File: src/sv/sst_pkg.sv
// ----------------------------------------------------------------------------
// sst_pkg
// request and status codes and the event record between sequencer and top
// ----------------------------------------------------------------------------
`default_nettype none

package sst_pkg;

	// request codes
	localparam logic [1:0] REQ_CONNECT    = 2'd0;
	localparam logic [1:0] REQ_DISCONNECT = 2'd1;
	localparam logic [1:0] REQ_EMIT       = 2'd2;
	localparam logic [1:0] REQ_UNUSED     = 2'd3;

	// status codes
	localparam logic [1:0] ST_OK   = 2'd0;
	localparam logic [1:0] ST_FULL = 2'd1;
	localparam logic [1:0] ST_ZERO = 2'd2;

	// fixed field widths of the result ports
	localparam int CALL_TASK_W  = 8;
	localparam int FREE_COUNT_W = 8;

	// one event from the scan sequencer
	typedef struct packed {
		logic       strobe;
		logic       dispatch;
		logic [1:0] status;
		logic       last;
		logic       free_dec;
		logic       free_inc;
	} sst_evt_t;

endpackage

`default_nettype wire

File: src/sv/signal_subscription_table_core.sv
// ----------------------------------------------------------------------------
// signal_subscription_table_core
// subscription table of signal and task pairs with connect, disconnect and
// emit requests
// ----------------------------------------------------------------------------
// A request is taken when start is high and busy is low. The block walks its
// slot memory one slot per cycle through a single read port; a disconnect
// or emit walks every slot, a connect stops after the lowest free slot
// (or walks every slot when the table is full), and a connect or emit with
// signal 0 or an unused request code skips the walk and goes straight to
// its closing result. Each result is on the ports for exactly one cycle,
// marked by strobe; there is no way to hold results off, so the receiver
// must take every strobe. An emit gives one dispatch result per matching
// slot with a nonzero task, in slot order, then a closing result with last
// high; every other request gives the closing result alone. free_slots is
// the free slot count after the request. Unwritten slots read as free
// through per-slot valid bits cleared by reset, so the block is ready right
// after reset.
// ----------------------------------------------------------------------------
`default_nettype none

module signal_subscription_table_core import sst_pkg::*; #(
	parameter int SLOTS       = 16,
	parameter int SIGNAL_BITS = 16,
	parameter int TASK_BITS   = 8
) (
	input  wire logic        clk,
	input  wire logic        arst_n,
	// request side
	input  wire logic        start,
	output logic             busy,
	input  wire logic [1:0]  req_type,
	input  wire logic [15:0] signal_id,
	input  wire logic [7:0]  task_id,
	input  wire logic [15:0] arg_count,
	input  wire logic [31:0] arg_word,
	// result side
	output logic             strobe,
	output logic             dispatch,
	output logic [7:0]       call_task,
	output logic [15:0]      call_count,
	output logic [31:0]      call_word,
	output logic [1:0]       status,
	output logic [7:0]       free_slots,
	output logic             last
);

	localparam int AW = (SLOTS > 1) ? $clog2(SLOTS) : 1;
	localparam int CW = $clog2(SLOTS + 1);

	// request fields cut to the configured widths
	logic [SIGNAL_BITS-1:0] req_sig;
	logic [TASK_BITS-1:0]   req_task;

	// memory ports
	logic                   rd_en;
	logic [AW-1:0]          rd_addr;
	logic [SIGNAL_BITS-1:0] rd_sig;
	logic [TASK_BITS-1:0]   rd_task;
	logic                   wr_en;
	logic [AW-1:0]          wr_addr;
	logic [SIGNAL_BITS-1:0] wr_sig;
	logic [TASK_BITS-1:0]   wr_task;

	// sequencer events
	sst_evt_t               evt;
	logic [TASK_BITS-1:0]   evt_task;

	// arguments of the request in progress
	logic [15:0]            cnt_q;
	logic [31:0]            word_q;

	// free slot count kept alongside the memory
	logic [CW-1:0]          free_q;

	assign req_sig  = SIGNAL_BITS'(signal_id);
	assign req_task = TASK_BITS'(task_id);

	sst_slot_mem #(
		.SLOTS       (SLOTS),
		.SIGNAL_BITS (SIGNAL_BITS),
		.TASK_BITS   (TASK_BITS)
	) u_mem (
		.clk     (clk),
		.arst_n  (arst_n),
		.rd_en   (rd_en),
		.rd_addr (rd_addr),
		.rd_sig  (rd_sig),
		.rd_task (rd_task),
		.wr_en   (wr_en),
		.wr_addr (wr_addr),
		.wr_sig  (wr_sig),
		.wr_task (wr_task)
	);

	sst_seq #(
		.SLOTS       (SLOTS),
		.SIGNAL_BITS (SIGNAL_BITS),
		.TASK_BITS   (TASK_BITS)
	) u_seq (
		.clk      (clk),
		.arst_n   (arst_n),
		.start    (start),
		.busy     (busy),
		.req_type (req_type),
		.req_sig  (req_sig),
		.req_task (req_task),
		.rd_en    (rd_en),
		.rd_addr  (rd_addr),
		.rd_sig   (rd_sig),
		.rd_task  (rd_task),
		.wr_en    (wr_en),
		.wr_addr  (wr_addr),
		.wr_sig   (wr_sig),
		.wr_task  (wr_task),
		.evt      (evt),
		.evt_task (evt_task)
	);

	// capture emit arguments with the request
	always_ff @(posedge clk) begin
		if (start && !busy) begin
			cnt_q  <= arg_count;
			word_q <= arg_word;
		end
	end

	// free count: a connect takes a slot, a disconnect of a live slot frees one
	always_ff @(posedge clk or negedge arst_n) begin
		if (!arst_n) begin
			free_q <= CW'(SLOTS);
		end else if (evt.free_dec) begin
			free_q <= free_q - CW'(1);
		end else if (evt.free_inc) begin
			free_q <= free_q + CW'(1);
		end
	end

	// result strobe, one cycle per result
	always_ff @(posedge clk or negedge arst_n) begin
		if (!arst_n) begin
			strobe <= 1'b0;
		end else begin
			strobe <= evt.strobe;
		end
	end

	// result payload; closing results carry zero task and arguments
	always_ff @(posedge clk) begin
		if (evt.strobe) begin
			dispatch   <= evt.dispatch;
			call_task  <= evt.dispatch ? CALL_TASK_W'(evt_task) : '0;
			call_count <= evt.dispatch ? cnt_q : '0;
			call_word  <= evt.dispatch ? word_q : '0;
			status     <= evt.status;
			free_slots <= FREE_COUNT_W'(free_q);
			last       <= evt.last;
		end
	end

endmodule

`default_nettype wire

File: src/sv/sst_slot_mem.sv
// ----------------------------------------------------------------------------
// sst_slot_mem
// slot memory: signal and task per slot, one read and one write port,
// registered read, valid bits make unwritten slots read as free
// ----------------------------------------------------------------------------
`default_nettype none

module sst_slot_mem #(
	parameter int SLOTS       = 16,
	parameter int SIGNAL_BITS = 16,
	parameter int TASK_BITS   = 8,
	localparam int AW         = (SLOTS > 1) ? $clog2(SLOTS) : 1
) (
	input  wire logic                   clk,
	input  wire logic                   arst_n,
	input  wire logic                   rd_en,
	input  wire logic [AW-1:0]          rd_addr,
	output logic      [SIGNAL_BITS-1:0] rd_sig,
	output logic      [TASK_BITS-1:0]   rd_task,
	input  wire logic                   wr_en,
	input  wire logic [AW-1:0]          wr_addr,
	input  wire logic [SIGNAL_BITS-1:0] wr_sig,
	input  wire logic [TASK_BITS-1:0]   wr_task
);

	logic [SIGNAL_BITS-1:0] sig_mem [SLOTS];
	logic [TASK_BITS-1:0]   task_mem [SLOTS];
	logic [SLOTS-1:0]       valid_q;
	logic [SIGNAL_BITS-1:0] sig_s1;
	logic [TASK_BITS-1:0]   task_s1;
	logic                   valid_s1;

	always_ff @(posedge clk) begin
		if (wr_en) begin
			sig_mem[wr_addr]  <= wr_sig;
			task_mem[wr_addr] <= wr_task;
		end
		if (rd_en) begin
			sig_s1  <= sig_mem[rd_addr];
			task_s1 <= task_mem[rd_addr];
		end
	end

	always_ff @(posedge clk or negedge arst_n) begin
		if (!arst_n) begin
			valid_q  <= '0;
			valid_s1 <= 1'b0;
		end else begin
			if (wr_en) begin
				valid_q[wr_addr] <= 1'b1;
			end
			if (rd_en) begin
				valid_s1 <= valid_q[rd_addr];
			end
		end
	end

	// never written slot reads as free with no task
	assign rd_sig  = valid_s1 ? sig_s1 : '0;
	assign rd_task = valid_s1 ? task_s1 : '0;

endmodule

`default_nettype wire

File: src/sv/sst_seq.sv
// ----------------------------------------------------------------------------
// sst_seq
// request sequencer: walks the slot memory one slot a cycle, compares,
// writes back and raises result and free count events
// ----------------------------------------------------------------------------
`default_nettype none

module sst_seq import sst_pkg::*; #(
	parameter int SLOTS       = 16,
	parameter int SIGNAL_BITS = 16,
	parameter int TASK_BITS   = 8,
	localparam int AW         = (SLOTS > 1) ? $clog2(SLOTS) : 1,
	localparam int CW         = $clog2(SLOTS + 1)
) (
	input  wire logic                   clk,
	input  wire logic                   arst_n,
	input  wire logic                   start,
	output logic                        busy,
	input  wire logic [1:0]             req_type,
	input  wire logic [SIGNAL_BITS-1:0] req_sig,
	input  wire logic [TASK_BITS-1:0]   req_task,
	output logic                        rd_en,
	output logic      [AW-1:0]          rd_addr,
	input  wire logic [SIGNAL_BITS-1:0] rd_sig,
	input  wire logic [TASK_BITS-1:0]   rd_task,
	output logic                        wr_en,
	output logic      [AW-1:0]          wr_addr,
	output logic      [SIGNAL_BITS-1:0] wr_sig,
	output logic      [TASK_BITS-1:0]   wr_task,
	output sst_evt_t                    evt,
	output logic      [TASK_BITS-1:0]   evt_task
);

	localparam logic [1:0] S_IDLE  = 2'd0;
	localparam logic [1:0] S_SCAN  = 2'd1;
	localparam logic [1:0] S_FINAL = 2'd2;

	logic [1:0]             state_q;
	logic [1:0]             req_q;
	logic [SIGNAL_BITS-1:0] sig_q;
	logic [TASK_BITS-1:0]   task_q;
	logic [1:0]             st_q;
	logic [CW-1:0]          rd_idx_q;
	logic                   v_s1;
	logic [AW-1:0]          addr_s1;
	logic                   sig_hit;
	logic                   found;
	logic                   scan_end;

	assign busy     = (state_q != S_IDLE);
	assign rd_en    = (state_q == S_SCAN) && (rd_idx_q < CW'(SLOTS));
	assign rd_addr  = rd_idx_q[AW-1:0];
	assign sig_hit  = (rd_sig == sig_q);
	assign found    = v_s1 && (req_q == REQ_CONNECT) && (rd_sig == '0);
	assign scan_end = v_s1 && (addr_s1 == AW'(SLOTS - 1));
	assign wr_addr  = addr_s1;
	assign evt_task = rd_task;

	always_comb begin
		wr_en   = 1'b0;
		wr_sig  = sig_q;
		wr_task = task_q;
		evt     = '0;
		if (state_q == S_FINAL) begin
			evt.strobe = 1'b1;
			evt.status = st_q;
			evt.last   = 1'b1;
		end else if (v_s1) begin
			case (req_q)
				REQ_CONNECT: begin
					if (rd_sig == '0) begin
						wr_en        = 1'b1;
						evt.free_dec = 1'b1;
					end
				end
				REQ_DISCONNECT: begin
					// task kept, only the signal is cleared
					if (sig_hit && (rd_task == task_q)) begin
						wr_en        = 1'b1;
						wr_sig       = '0;
						wr_task      = rd_task;
						evt.free_inc = (sig_q != '0);
					end
				end
				REQ_EMIT: begin
					if (sig_hit && (rd_task != '0)) begin
						evt.strobe   = 1'b1;
						evt.dispatch = 1'b1;
						evt.status   = ST_OK;
					end
				end
				default: begin
				end
			endcase
		end
	end

	always_ff @(posedge clk) begin
		if (rd_en) begin
			addr_s1 <= rd_addr;
		end
		if (start && !busy) begin
			req_q  <= req_type;
			sig_q  <= req_sig;
			task_q <= req_task;
		end
	end

	always_ff @(posedge clk or negedge arst_n) begin
		if (!arst_n) begin
			state_q  <= S_IDLE;
			st_q     <= ST_OK;
			rd_idx_q <= '0;
			v_s1     <= 1'b0;
		end else begin
			case (state_q)
				S_IDLE: begin
					v_s1     <= 1'b0;
					rd_idx_q <= '0;
					if (start) begin
						if ((req_type == REQ_CONNECT || req_type == REQ_EMIT)
							&& req_sig == '0) begin
							st_q    <= ST_ZERO;
							state_q <= S_FINAL;
						end else if (req_type == REQ_UNUSED) begin
							st_q    <= ST_OK;
							state_q <= S_FINAL;
						end else begin
							st_q    <= (req_type == REQ_CONNECT) ? ST_FULL : ST_OK;
							state_q <= S_SCAN;
						end
					end
				end
				S_SCAN: begin
					if (rd_en) begin
						rd_idx_q <= rd_idx_q + CW'(1);
					end
					if (found) begin
						st_q    <= ST_OK;
						v_s1    <= 1'b0;
						state_q <= S_FINAL;
					end else if (scan_end) begin
						v_s1    <= 1'b0;
						state_q <= S_FINAL;
					end else begin
						v_s1 <= rd_en;
					end
				end
				S_FINAL: begin
					v_s1    <= 1'b0;
					state_q <= S_IDLE;
				end
				default: begin
					state_q <= S_IDLE;
				end
			endcase
		end
	end

endmodule

`default_nettype wire

File: config.mk
export PLATFORM = sky130hd
export DESIGN_NAME = signal_subscription_table_core
export DESIGN_NICKNAME = d
export VERILOG_FILES = /design/src/sv/sst_pkg.sv /design/src/sv/signal_subscription_table_core.sv /design/src/sv/sst_slot_mem.sv /design/src/sv/sst_seq.sv
export SDC_FILE = /design/constraint.sdc
export NUM_CORES = 1
export LEC_CHECK = 0
export BUFFER_PORTS_ARGS = -buffer_cell sky130_fd_sc_hd__buf_4
export CAP_MARGIN = 20
export CELL_PAD_IN_SITES_DETAIL_PLACEMENT = 0
export CELL_PAD_IN_SITES_GLOBAL_PLACEMENT = 1
export CORE_UTILIZATION = 59
export CTS_BUF_LIST = sky130_fd_sc_hd__clkbuf_2
export CTS_CLUSTER_SIZE = 16
export DETAILED_ROUTE_END_ITERATION = 8
export PLACE_DENSITY = 0.95
export SETUP_SLACK_MARGIN = 0.2
export SYNTH_ARGS = -nofsm -noshare
export SYNTH_HDL_FRONTEND = slang
export SYNTH_SLANG_ARGS = --single-unit
File: constraint.sdc
create_clock -name clk -period 8.45 [get_ports clk]
set_input_delay 1.69 -clock clk [delete_from_list [all_inputs] [get_ports clk]]
set_output_delay 1.69 -clock clk [all_outputs]
set_load 0.02 [all_outputs]
== Word-level counts from Yosys, hierarchy flattened ==
Memories as Yosys holds them, arrays and structs flattened. A register that Yosys moved wholly into a read port is not among the register bits.
Cells that the tools add are included.
W data, S select, Z words.
Storage, ports and cells
  register bits: 176
  memory bits (writable): 384
  input port bits: 77
  output and inout bits: 70
  word-level logic and storage cells: 122
  memories kept: 2
Cells by class
  add/subtract/negate cells: 3
  magnitude comparators: 4
  equality and inequality tests: 13
  mux-type cells: 52
  bitwise logic cells: 1
  reductions and logical operators: 26
Memory list
  u_mem.sig_mem: words 16, bits a word 16, read ports 1, clocked after Yosys merged registers in 1, write ports 1, RTL line sst_slot_mem.sv:26  | logic [SIGNAL_BITS-1:0] sig_mem [SLOTS];
  u_mem.task_mem: words 16, bits a word 8, read ports 1, clocked after Yosys merged registers in 1, write ports 1, RTL line sst_slot_mem.sv:27  | logic [TASK_BITS-1:0] task_mem [SLOTS];
Operators with widths (number)
  $mux W16: 5
  $mux W8: 5
  $logic_not A16 Y1: 2
  $mux W2: 12
  $mux W1: 17
  $eq A16 B16 Y1: 1
  $or A16 B16 Y16: 1
  $reduce_bool A16 Y1: 1
  $mux W5: 3
  $mux W4: 3
  $add A5 B1 Y5 const B: 2
  $lt A4 B5 Y1 const B: 2
  $pmux W5 S2: 1
  $logic_and A1 B1 Y1: 9
  $eq A2 B2 Y1 const B: 4
  $eq A8 B8 Y1: 1
  $pmux W2 S2: 2
  $reduce_bool A2 Y1: 4
  $reduce_bool A8 Y1: 1
  $logic_not A2 Y1: 3
  $lt A5 B5 Y1 const B: 1
  $sub A5 B1 Y5 const B: 1
  $bmux W1 S4: 1
  $demux W1 S4: 1
  12 further kinds: 16

== Logic depth before layout (Yosys ltp) ==
  depth in word-level cells: 9
  gate-level depth with buffers: 12

== By module ==
A second synthesis with hierarchy kept.
Unflattened totals
  cell total of the unflattened synthesis: 1040
  area total of the unflattened synthesis: 22417.8 sq um
Modules (own cells, without submodules)
  sst_slot_mem: times used 1, cells each 646, area an instance 16161.8 sq um, sequential area each 12677.2 sq um
  signal_subscription_table_core: times used 1, cells each 212, area an instance 4140.2 sq um, sequential area each 3544.6 sq um
  sst_seq: times used 1, cells each 182, area an instance 2115.8 sq um, sequential area each 1151.1 sq um

== Worst setup path before layout ==
OpenSTA, ideal clock, no wires.
  path type: register -> register
  start: register u_mem.valid_s1
  end: memory u_mem.sig_mem[2][0], enable pin
  arrival: 4.205 ns
  data required time: 7.984 ns
  slack: 3.779 ns
  cell stages (with the launch flop): 10
  path buffers: 3
  clock period less this slack: 4.671 ns
  cell sequence: dfrtp_1 -> buf_4 -> buf_6 -> nor4_1 -> a31oi_1 -> a2111o_1 -> a211oi_4 -> a21oi_2 -> buf_2 -> nor4_1
On the way
  longest elaborated chain between the ends: 9
  elaborated cells on any way between the ends: 13
  classes of those cells: eq/ne: 2; mux: 9; reduce/logical: 2
Ends and longest elaborated chain
  start: declaration: RTL line sst_slot_mem.sv:31  | logic valid_s1;
  start signal: assignment: RTL line sst_slot_mem.sv:53  | valid_s1 <= valid_q[rd_addr];
  $mux W16 or $mux W8 (tied branches): RTL line sst_slot_mem.sv:59, sst_slot_mem.sv:60
  $eq A16 B16 Y1 or $eq A8 B8 Y1 (tied branches): RTL line sst_seq.sv:53, sst_seq.sv:78
  $logic_and A1 B1 Y1: RTL line sst_seq.sv:78  | if (sig_hit && (rd_task == task_q)) begin
  $mux W1: RTL line sst_seq.sv:78
  $pmux W1 S2 *: RTL line sst_seq.sv:69  | case (req_q)
  $mux W1 *: RTL line sst_seq.sv:68  | end else if (v_s1) begin
  $mux W1 *: RTL line sst_seq.sv:64  | if (state_q == S_FINAL) begin
  $mux W1 *: RTL line sst_slot_mem.sv:34  | if (wr_en) begin
  $mux W1 (implied by the code) *: RTL line sst_slot_mem.sv:35  | sig_mem[wr_addr] <= wr_sig;
  end: declaration: RTL line sst_slot_mem.sv:26
Mark *: on every way between the ends. The rest lies on a longest branch, timed or not.

== Final worst setup path ==
  start: register u_mem.valid_s1
  end: memory u_mem.task_mem[14][2], enable pin
On the way
  longest elaborated chain between the ends: 9
  elaborated cells on any way between the ends: 13
  classes of those cells: eq/ne: 2; mux: 9; reduce/logical: 2
Ends and longest elaborated chain
  $mux W16 or $mux W8 (tied branches): RTL line sst_slot_mem.sv:59, sst_slot_mem.sv:60
  $eq A16 B16 Y1 or $eq A8 B8 Y1 (tied branches): RTL line sst_seq.sv:53, sst_seq.sv:78
  $logic_and A1 B1 Y1: RTL line sst_seq.sv:78
  $mux W1: RTL line sst_seq.sv:78
  $pmux W1 S2 *: RTL line sst_seq.sv:69
  $mux W1 *: RTL line sst_seq.sv:68
  $mux W1 *: RTL line sst_seq.sv:64
  $mux W1 *: RTL line sst_slot_mem.sv:34
  $mux W1 (implied by the code) *: RTL line sst_slot_mem.sv:36  | task_mem[wr_addr] <= wr_task;
  end: declaration: RTL line sst_slot_mem.sv:27
Marked as above.

==> out/qor.yml <==
status: "complete, no violations"
hp-class: "register to register"
finalSetupTns_ns: 0
p_int_w: 0.005148
wl_met1_mm: 17.78
grt_overflow_total: 0
r2r-start: "u_mem.valid_s1"
grt_use_total: 0.2612
ioPinCount: 147
drt_iter0_drc: 1290
required_ns: 9.17
drt_wl_total_mm: 49.41
gp_congestion: 0.8609
insertion_delay_ns: 1.11
clk_pin_slew_worst_paths_ns: 0.09
power_density_nw_per_um2: 288.0
hold_viol: 0
setup_viol: 0
drc: 0
leakage_nw: 8.701
whs_path_depth: 2
rr_worst_depth: 8
final_cell_mix: "551 x edfxtp_1, 203 x clkbuf_2, 169 x buf_4, 125 x mux4_2, 75 x and2_1"
worstPathMaxFanout: 34
start_util: 0.5979
critPathSlowestCell: "dfrtp_1"
power.share.sequential: 0.539
fin_nets: 1409
post_drt_wl_per_cell_um: 25.43
clock-sinks: 584
path_class: "register to register"
switchingPower_w: 0.002196
reg2reg_to: "u_mem.task_mem[14][2]"
cpPeakStageDelay_ns: 1.08
cts_tree: "done"
grt_max_degree: 77
ir_worst_vdd_mv: 0.1484
max_slew.worst_pin.slew_ns: 1.100
top_layer_used: "met4"
wl_met3_mm: 5.147
die_y_um: 196.9
p_comb_frac: 0.202
dp_hpwl_mm: 28.53
fmax_mhz: 237.1
setup_slack_ns: 4.232
yosys_warnings: 0
finalCritPeriodShare: 0.4992
ys.flop_type: "edfxtp_1"
synth-edff-count: 551
end_kind: "register"
ys_types: 51
cts_max_level: 4
async_reset_ff_frac: 0.05651
met2_length_mm: 24.70
layout-drive-gt1-share: 0.3802
dieArea_um2: 38780
post-place-ws_ns: 4.395
slew_violations: 0
fin_skew_ns: 0.09312
root_buffer: "clkbuf_2"
port_buffers: 143
vias: 11880
regToRegSetupSlack_ns: 4.23
antenna_found_initial: 1
clk_path_buf_depth: 3
final_common_cell: "edfxtp_1"
yosysSeqAreaShare: 0.7750
cp_cell_sequence: "nand4b_1 > a2bb2oi_1 > a22oi_1 > and4_1 > a21oi_2 > buf_4 > nor3_2 > buf_4"
n_fill_cell: 2347
grt_pass1_wl_mm: 72.39
maxCapViolations: 0
startpoint_type: "register"
max_slew_margin: 0.2668
vias_per_cell: 6.112
syn2layout_area_growth_pct: 13.75
drt-pass1-iter-count: 6
numCtsBuffers: 140
layout_min_cycle_time_ns: 4.218
fp.coreArea_um2: 37490
synthCells: 1074
netlist_area_um2: 22420
synth-seq-cells: 584
ant_nets: 0
ctsResizeCount: 0
switching_share: 0.2990
syn_avg_cell_area_um2: 20.87
num_rows: 71
power_frac_clock: 0.259
path_common_cell: "buf_4"
dieWidth_um: 196.9
whs_endpoint: "u_mem.valid_q[11]"
cts_hold_buf: 0
hp-start: "u_mem.valid_q[11]"
rsz0062_at_grt: "no"
first_global_vias: 12090
arrival_ns: 4.94
cts_setup_buffers: 0
[cells in the mapped netlist (2+ instances only)]
cell       instances  area [um^2]
o21bai_1           6        45.04
and3_1             4        25.02
ha_1               4        50.05
and4_1             2        17.52
buf_4              6        45.04
nand3_1            5        25.02
mux4_2           125         2815
buf_2             10        50.05
xor2_1             3        26.28
mux2_2             7        78.83
nor4_1            16        100.1
xnor2_1           12        105.1
a22oi_1            6        45.04
nor2b_1            5        31.28
nand2_1           20        75.07
nand2b_1           7        43.79
nor2_1            22        82.58
o21ai_0           15        75.07
and2_1            76        475.5
clkbuf_1          36        135.1
a2bb2oi_1          9        78.83
a31oi_1            4        25.02
o41ai_1            2        17.52
edfxtp_1         551        16550
nand4_1           12        75.07
a21o_1             3        22.52
inv_1             17        63.81
nand3b_1           2        15.01
nor3_1             9        45.04
a21oi_1            4        20.02
o31ai_1            8        60.06
dfrtp_1           32        800.8
buf_1              7        26.28
nand4b_1          10        87.58
[power by group through the flow]
stage	clock network [W]	logic, W	registers [W]
floorplan	0	0.00107	0.00390
global placement	0	0.00144	0.00399
detailed placement	0	0.00148	0.00401
CTS	0.00194	0.00149	0.00395
global route	0.00208	0.00158	0.00400
finish	0.00191	0.00148	0.00396
[flip-flops by register name (all words and copies together) (netlist names), 4 cells and up]
name / cells
call_count: 16
u_mem.sig_s1: 16
free_slots: 5
free_q: 5
u_mem.task_mem: 128
cnt_q: 16
u_mem.task_s1: 8
u_seq.wr_addr: 4
u_seq.rd_idx_q: 5
call_word: 32
call_task: 8
u_seq.sig_q: 16
u_mem.sig_mem: 256
u_mem.valid_q: 16
u_seq.task_q: 8
word_q: 32
[layer usage]
layer | vias to the layer above | GRT usage
li1 | 4961 | -
met5 | - | 0
met2 | 814 | 0.4270
met1 | 5949 | 0.3318
met3 | 151 | 0.06246
met4 | 0 | 0.1283
[worst max-delay path: cells and delay by family (launching register included)]
kind	cells	cell delay [ns]
AO/OA/AOI/OAI	3	0.52
buffers and inverters	2	0.71
flip-flops	1	1.08
AND/OR/NAND/NOR	3	1.54
[how the worst max path moves through the flow]
stage / end / slack, ns / from
floorplan: u_mem.sig_mem[2][0] / 3.78 / u_mem.valid_s1
finish: u_mem.task_mem[14][2] / 4.23 / u_mem.valid_s1
detailed placement: u_mem.task_mem[14][2] / 4.40 / u_mem.valid_s1
global placement: u_mem.task_mem[14][2] / 4.60 / u_mem.valid_s1
global route: u_mem.task_mem[14][2] / 4.09 / u_mem.valid_s1
CTS: u_mem.task_mem[14][2] / 4.34 / u_mem.valid_s1
[per-stage QoR]
stage | hold WS, ns | std cells | total power, W | util | cell area [um^2]
after floorplan | 0.4231 | 1076 | 0.004966 | - | 22420
after global placement | 0.4427 | 1696 | 0.005430 | 0.6442 | 24150
after detailed placement | 0.4529 | 1696 | 0.005492 | 0.6442 | 24150
after CTS | 0.4766 | 1942 | 0.007372 | 0.6801 | 25490
after global routing | 0.4945 | 1943 | 0.007655 | 0.6801 | 25500
final | 0.4748 | 1943 | 0.007344 | 0.6801 | 25500
[cells by family after synthesis]
| logic type | count (synthesis) | synth area share |
|---|---|---|
| flops | 584 | 0.7750 |
| xor+xnor | 15 | 0.005861 |
| compound gates | 68 | 0.02211 |
| fa+ha+maj | 5 | 0.003126 |
| simple gates | 192 | 0.04979 |
| other cells | 1 | 0.0001673 |
| buf+inv | 77 | 0.01479 |
| mux | 132 | 0.1291 |
[area by class of cell]
| type | count | area [um^2] | share of cell area |
|---|---|---|---|
| flip-flops and latches | 584 | 17380 | 0.6817 |
| multi-input cells | 415 | 4798 | 0.1882 |
| repair buffers | 169 | 1269 | 0.04976 |
| clock buffers | 203 | 1016 | 0.03985 |
| well taps | 511 | 639.4 | 0.02508 |
| clock inverters | 43 | 326.6 | 0.01281 |
| inverters | 17 | 63.81 | 0.002503 |
| diodes | 1 | 2.502 | 0.00009814 |
No activity file was read; power rests on OpenSTA's default activity.
